**src/lpg_pkg.sv**
```systemverilog
// shared types and constants for the line point generator
package lpg_pkg;

  localparam int COORD_BITS = 6;
  localparam int NUM_BITS   = 2 * COORD_BITS;
  localparam int CNT_BITS   = $clog2(COORD_BITS + 1);

  typedef logic [COORD_BITS-1:0] coord_t;
  typedef logic [NUM_BITS-1:0]   num_t;

  typedef struct packed {
    logic   start;
    num_t   dividend;
    coord_t divisor;
  } div_req_t;

  typedef struct packed {
    logic   done;
    coord_t quotient;
  } div_rsp_t;

  typedef enum logic [2:0] {
    ST_IDLE,
    ST_SETUP,
    ST_DIV,
    ST_WAIT,
    ST_EMIT
  } lpg_state_t;

endpackage

```
**src/lpg_divider.sv**
```systemverilog
// shared restoring divider, one quotient bit per cycle
module lpg_divider (
  input  logic             clk,
  input  logic             rst,
  input  lpg_pkg::div_req_t req,
  output lpg_pkg::div_rsp_t rsp
);
  import lpg_pkg::*;

  logic [CNT_BITS-1:0] count;
  logic                done;
  coord_t              rem;
  coord_t              bits;
  coord_t              divisor;
  logic [COORD_BITS:0] trial;
  logic [COORD_BITS:0] diff;
  logic                fits;

  // partial remainder stays below the divisor, so one extra bit covers the shift
  assign trial = {rem, bits[COORD_BITS-1]};
  assign diff  = trial - {1'b0, divisor};
  assign fits  = trial >= {1'b0, divisor};

  always_ff @(posedge clk) begin
    if (rst) begin
      count <= '0;
      done  <= 1'b0;
    end else begin
      done <= 1'b0;
      if (req.start) begin
        count <= CNT_BITS'(COORD_BITS);
      end else if (count != '0) begin
        count <= count - 1'b1;
        if (count == CNT_BITS'(1)) begin
          done <= 1'b1;
        end
      end
    end
  end

  always_ff @(posedge clk) begin
    if (req.start) begin
      rem     <= req.dividend[NUM_BITS-1:COORD_BITS];
      bits    <= req.dividend[COORD_BITS-1:0];
      divisor <= req.divisor;
    end else if (count != '0) begin
      rem  <= fits ? diff[COORD_BITS-1:0] : trial[COORD_BITS-1:0];
      // dividend bits shift out at the top, quotient bits shift in at the bottom
      bits <= {bits[COORD_BITS-2:0], fits};
    end
  end

  assign rsp.done     = done;
  assign rsp.quotient = bits;

endmodule

```
**src/line_point_generator_core.sv**
```systemverilog
// top level: segment setup, point sequencer and output register
//
//   channel  | handshake           | fields
//   request  | start / busy        | x_start, y_start, x_end, y_end
//   result   | point_valid (pulse) | point_x, point_y, last_point
//
// each point passes ST_DIV, ST_WAIT and ST_EMIT, waiting in ST_WAIT for the
// bit-serial divider that works out the minor coordinate; a single-point
// segment goes from ST_SETUP straight to ST_EMIT and skips the divider.
// rst is synchronous and clears the sequencer and the result strobe.
// busy is high from the accepting edge until the last point is registered;
// each result is shown for one cycle only, the receiver cannot stall.
module line_point_generator_core (
  input  logic                   clk,
  input  logic                   rst,
  input  logic                   start,
  output logic                   busy,
  input  logic [lpg_pkg::COORD_BITS-1:0] x_start,
  input  logic [lpg_pkg::COORD_BITS-1:0] y_start,
  input  logic [lpg_pkg::COORD_BITS-1:0] x_end,
  input  logic [lpg_pkg::COORD_BITS-1:0] y_end,
  output logic                   point_valid,
  output logic [lpg_pkg::COORD_BITS-1:0] point_x,
  output logic [lpg_pkg::COORD_BITS-1:0] point_y,
  output logic                   last_point
);
  import lpg_pkg::*;

  lpg_state_t state, state_next;

  // segment registers
  logic                  steep;
  logic                  single;
  coord_t                major_start;
  coord_t                minor_start;
  coord_t                span;
  logic [COORD_BITS:0]   dminor;
  coord_t                step;
  num_t                  num;
  coord_t                minor;

  // setup logic at the accepting edge
  coord_t              adx, ady;
  logic                x_major, swap;
  coord_t              maj_a, min_a, min_b, span_in;
  logic                accept;
  logic                is_last;

  div_req_t div_req;
  div_rsp_t div_rsp;

  assign accept = start && (state == ST_IDLE);
  assign busy   = (state != ST_IDLE);

  always_comb begin
    adx     = (x_end >= x_start) ? x_end - x_start : x_start - x_end;
    ady     = (y_end >= y_start) ? y_end - y_start : y_start - y_end;
    x_major = (ady <= adx);
    if (x_major) begin
      swap    = x_start > x_end;
      maj_a   = swap ? x_end : x_start;
      min_a   = swap ? y_end : y_start;
      min_b   = swap ? y_start : y_end;
      span_in = adx;
    end else begin
      swap    = y_start > y_end;
      maj_a   = swap ? y_end : y_start;
      min_a   = swap ? x_end : x_start;
      min_b   = swap ? x_start : x_end;
      span_in = ady;
    end
  end

  assign is_last = single || (step == span);

  always_ff @(posedge clk) begin
    if (rst) begin
      state <= ST_IDLE;
    end else begin
      state <= state_next;
    end
  end

  always_comb begin
    state_next       = state;
    div_req.start    = 1'b0;
    div_req.dividend = num;
    div_req.divisor  = span;
    unique case (state)
      ST_IDLE: begin
        if (start) begin
          state_next = ST_SETUP;
        end
      end
      ST_SETUP: begin
        state_next = single ? ST_EMIT : ST_DIV;
      end
      ST_DIV: begin
        div_req.start = 1'b1;
        state_next    = ST_WAIT;
      end
      ST_WAIT: begin
        if (div_rsp.done) begin
          state_next = ST_EMIT;
        end
      end
      ST_EMIT: begin
        state_next = is_last ? ST_IDLE : ST_DIV;
      end
      default: begin
        state_next = ST_IDLE;
      end
    endcase
  end

  lpg_divider u_div (
    .clk (clk),
    .rst (rst),
    .req (div_req),
    .rsp (div_rsp)
  );

  always_ff @(posedge clk) begin
    if (accept) begin
      steep       <= !x_major;
      single      <= (adx == '0) && (ady == '0);
      major_start <= maj_a;
      minor_start <= min_a;
      span        <= span_in;
      dminor      <= {1'b0, min_b} - {1'b0, min_a};
      step        <= '0;
    end
    if (state == ST_SETUP) begin
      // interpolation numerator starts at minor_start * span
      num   <= num_t'(minor_start) * num_t'(span);
      minor <= minor_start;
    end
    if (state == ST_WAIT && div_rsp.done) begin
      minor <= div_rsp.quotient;
    end
    if (state == ST_EMIT) begin
      step <= step + 1'b1;
      num  <= num + {{(NUM_BITS-COORD_BITS-1){dminor[COORD_BITS]}}, dminor};
    end
  end

  // result register
  always_ff @(posedge clk) begin
    if (rst) begin
      point_valid <= 1'b0;
    end else begin
      point_valid <= (state == ST_EMIT);
    end
  end

  always_ff @(posedge clk) begin
    if (state == ST_EMIT) begin
      point_x    <= steep ? minor : major_start + step;
      point_y    <= steep ? major_start + step : minor;
      last_point <= is_last;
    end
  end

endmodule
```
**config.mk**
```make
export PLATFORM = sky130hd
export DESIGN_NAME = line_point_generator_core
export DESIGN_NICKNAME = d
export VERILOG_FILES = /design/src/lpg_pkg.sv /design/src/lpg_divider.sv /design/src/line_point_generator_core.sv
export SDC_FILE = /design/constraint.sdc
export NUM_CORES = 1
export LEC_CHECK = 0
export BUFFER_PORTS_ARGS = -buffer_cell sky130_fd_sc_hd__clkbuf_2
export CAP_MARGIN = 20
export CORE_UTILIZATION = 50
export DETAILED_ROUTE_END_ITERATION = 7
export HOLD_SLACK_MARGIN = 0.05
export PLACE_DENSITY = 0.7
export SYNTH_ARGS = -nofsm -noshare
export SYNTH_HDL_FRONTEND = slang
export SYNTH_SLANG_ARGS = --single-unit
```
**constraint.sdc**
```tcl
create_clock -name clk -period 5.4 [get_ports clk]
set_input_delay 1.35 -clock clk [delete_from_list [all_inputs] [get_ports clk]]
set_output_delay 1.35 -clock clk [all_outputs]
set_load 0.05 [all_outputs]
```
==> impl_metrics.py <==
metrics = {
    "timing": {
        "finalClockSkew_ns": 0.00671,
        "relSlewSlack_pct": 32.0,
        "finalHoldViolCount": 0,
        "fmax_mhz": 192,
        "min_period_ns": 5.21,
        "period_share_pct": 96.5,
        "slew_violations": 0,
        "setup_slack_ns": 0.189,
        "fin_setup_tns_ns": 0,
        "final-setup-viol-count": 0,
        "rsz0062_at_grt": "no",
        "tightest_slew_ns": 1.01,
    },
    "placed_design": {
        "place_congestion": 0.946,
        "place_ws_ns": -0.252,
        "port_buffers": 41,
        "hpwl_um": 13400,
    },
    "power": {
        "netSwitchingFraction_pct": 40.5,
        "p_int_mw": 2.93,
        "seqPwrFrac_pct": 26.9,
        "peakVddDrop_mv": 0.220,
        "power_frac_comb_pct": 59.1,
        "power.leakage_nw": 4.10,
        "p_switching_mw": 1.99,
        "power_frac_clock_pct": 14.0,
        "p_per_area_nw_per_um2": 554,
    },
    "global_routing": {
        "grt-ovfl-total": 0,
        "grt_pass1_vias": 5877,
        "antenna_found_initial": 0,
        "grt_pass1_wl_um": 28300,
        "grt_max_degree": 28,
        "gr-usage-all-layers_pct": 23.0,
    },
    "floorplan": {
        "die_y_um": 125,
        "initial_utilization_pct": 51.5,
        "rows": 44,
        "core_area_sq_um": 14600,
        "io_pins": 42,
        "fp.dieArea_sq_um": 15600,
        "die_x_um": 125,
    },
    "status": {
        "violations": "DRC",
        "outcome": "finished with violations",
    },
    "finish": {
        "antenna_cells": 0,
        "final_nets": 963,
        "drive_gt1_share_pct": 23.0,
        "mostFrequentLayoutCells": "inv_1, edfxtp_1, ha_1, mux2i_1, buf_4",
        "area_growth_pct": 17.8,
    },
    "logic_synthesis": {
        "synth_seq_cells": 90,
        "async_flop_share_pct": 0,
        "ys_types": 61,
        "yosysWarnings": 0,
        "syn-num-nets": 861,
        "synth_ff_type": "edfxtp_1",
        "avgSynthCellArea_sq_um": 10.4,
        "ys_seq_area_share_pct": 34.8,
        "synth_edf_count": 82,
        "syn-cell-area_sq_um": 7540,
        "syn_inst": 728,
    },
    "route": {
        "vias_per_cell": 5.59,
        "avgRoutedWirePerCell_um": 16.8,
        "first_pass_iters": 7,
        "drc_errors": 7,
        "ant_nets": 0,
        "drt-total-wl_um": 17100,
        "vias": 5694,
        "first_iter_violations": 382,
    },
    "worst_setup_path": {
        "ff2ff_path_depth": 14,
        "worst-path-buf-inv": 6,
        "cp-end-kind": "flip-flop",
        "crit_chain": "clkbuf_4 > inv_12 > ha_4 > inv_2 > fa_2 > a21o_1 > a21oi_2 > o21ba_2 > a311oi_1 > a31oi_1 > xor2_1 > ha_4 > a21oi_2 > o21ai_2 > o21ai_2 > inv_2 > buf_4 > mux2_2 > ha_1 > nor2b_2 > o21ai_1 > nand2b_1 > buf_4 > xor2_1",
        "critPathArrivalTime_ns": 5.30,
        "cp-endpoint": "dminor[4]",
        "ff2ff_setup_slack_ns": 1.24,
        "cpPeakStageDelay_ns": 0.34,
        "setup.worst_path.start": "y_end[0]",
        "timing.rr.end": "num[11]",
        "crit_cells": 24,
        "critPathLaunchType": "primary input",
        "timing.rr.start": "span[2]",
        "criticalPathCategory": "in -> reg",
        "crit_required_ns": 5.49,
        "critPathSlowestCell": "xor2_1",
        "crit_family": "compound AO/OA/AOI/OAI gates",
        "critPathMaxFanout": 5,
    },
    "clocking": {
        "clkLatencyLatePin_ns": 0.34,
        "cts_buffer_depth": 2,
        "cts_root_buf": "clkbuf_16",
        "cts_tree": "built",
        "cts_sinks": 90,
        "htreeDepth": 3,
        "path_clk_slew_ns": 0.07,
        "cts_buffers": 9,
    },
    "hold_path": {
        "hold_path.class": "reg -> reg",
    },
    "flow_run": {
        "drv_cap": 0,
    },
}
-- logic make-up (layout without fill, tap and decap cells) --
group,after synthesis,in the layout,synth area share (%)
simple gates,154,154,9.76
compound gates,131,131,11.2
fa+ha+maj,106,106,20.1
buf+inv,105,212,5.64
mux,97,97,13.3
flops,90,90,34.8
xor+xnor,45,45,5.23
-- synth_stat cells (17+ instances only) --
| master | instances | share of area, % |
|---|---|---|
| edfxtp_1 | 82 | 33 |
| a21o_1 | 20 | 2.0 |
| o21ai_0 | 24 | 1.6 |
| fa_1 | 25 | 6.6 |
| a21oi_1 | 41 | 2.7 |
| xnor2_1 | 23 | 2.7 |
| ha_1 | 81 | 13 |
| nor2_1 | 29 | 1.4 |
| inv_1 | 84 | 4.2 |
| and2_1 | 17 | 1.4 |
| mux2i_1 | 72 | 9.6 |
| nand2_1 | 61 | 3.0 |
| xor2_1 | 22 | 2.6 |
| mux2_2 | 25 | 3.7 |
-- registers in the layout, indices dropped and copies added (netlist names), 3 cells and up --
register       count
major_start        6
u_div.count        3
point_y            6
u_div.bits         6
u_div.divisor      6
dminor             7
minor_start        6
point_x            6
minor              6
state              3
span               6
u_div.rem          6
step               6
num               12
-- area by class of cell --
cell class | instances | area [sq um]
Inverter | 87 | 339
Timing Repair Buffer | 109 | 726
Clock inverter | 7 | 98.8
Fill cell | 1183 | 5770
Clock buffer | 9 | 225
Sequential cell | 90 | 2620
Tap cell | 184 | 230
Multi-Input combinational cell | 533 | 4640
-- repair_timing --
item / in CTS / in global routing
resized for setup: 0 / 23
setup buffers: 0 / 3
hold buffers: 0 / 0
setup endpoints to repair: 0 / 4
-- power groups by stage --
stage | sequential (mW) | clock [mW] | combinational, mW
4_1_cts | 1.32 | 0.695 | 2.84
5_1_grt | 1.34 | 0.723 | 3.26
3_5_place_dp | 1.33 | 0 | 2.81
6_report | 1.32 | 0.688 | 2.91
2_1_floorplan | 1.24 | 0 | 2.18
3_3_place_gp | 1.32 | 0 | 2.69
-- tightest hold or removal path: stages, from the launching register on --
cell and delay [ns]:
dfxtp_1 0.35, nand3_1 0.10, nor3_1 0.04
-- through the flow --
| stage | total power [mW] | std cells | instance area, sq um | hold slack [ns] | util (%) |
|---|---|---|---|---|---|
| CTS | 4.86 | 1016 | 8770 | 0.527 | 59.9 |
| finish | 4.92 | 1019 | 8880 | 0.531 | 60.6 |
| floorplan | 3.42 | 728 | 7630 | 0.476 | - |
| global placement | 4.01 | 1000 | 8450 | 0.496 | 57.7 |
| detailed placement | 4.14 | 1000 | 8450 | 0.513 | 57.7 |
| global route | 5.33 | 1019 | 8880 | 0.560 | 60.6 |
-- worst min path at each step --
stage / slack [ns] / startpoint / end / cells past startpoint
5_1_grt: 0.56 / u_div.count[0] / u_div.done / 2
3_3_place_gp: 0.50 / u_div.count[0] / u_div.done / 2
6_report: 0.53 / u_div.count[0] / u_div.done / 2
4_1_cts: 0.53 / u_div.count[0] / u_div.done / 2
2_1_floorplan: 0.48 / u_div.count[0] / u_div.done / 2
3_5_place_dp: 0.51 / u_div.count[0] / u_div.done / 2
-- routing by layer --
layer  wire length (um)  track usage, %
met1               7630            29.5
met2               8560            40.2
met3                652            3.39
met4                261            6.54
met5                  0               0
Note: power is estimated with default switching activity, not from simulation.
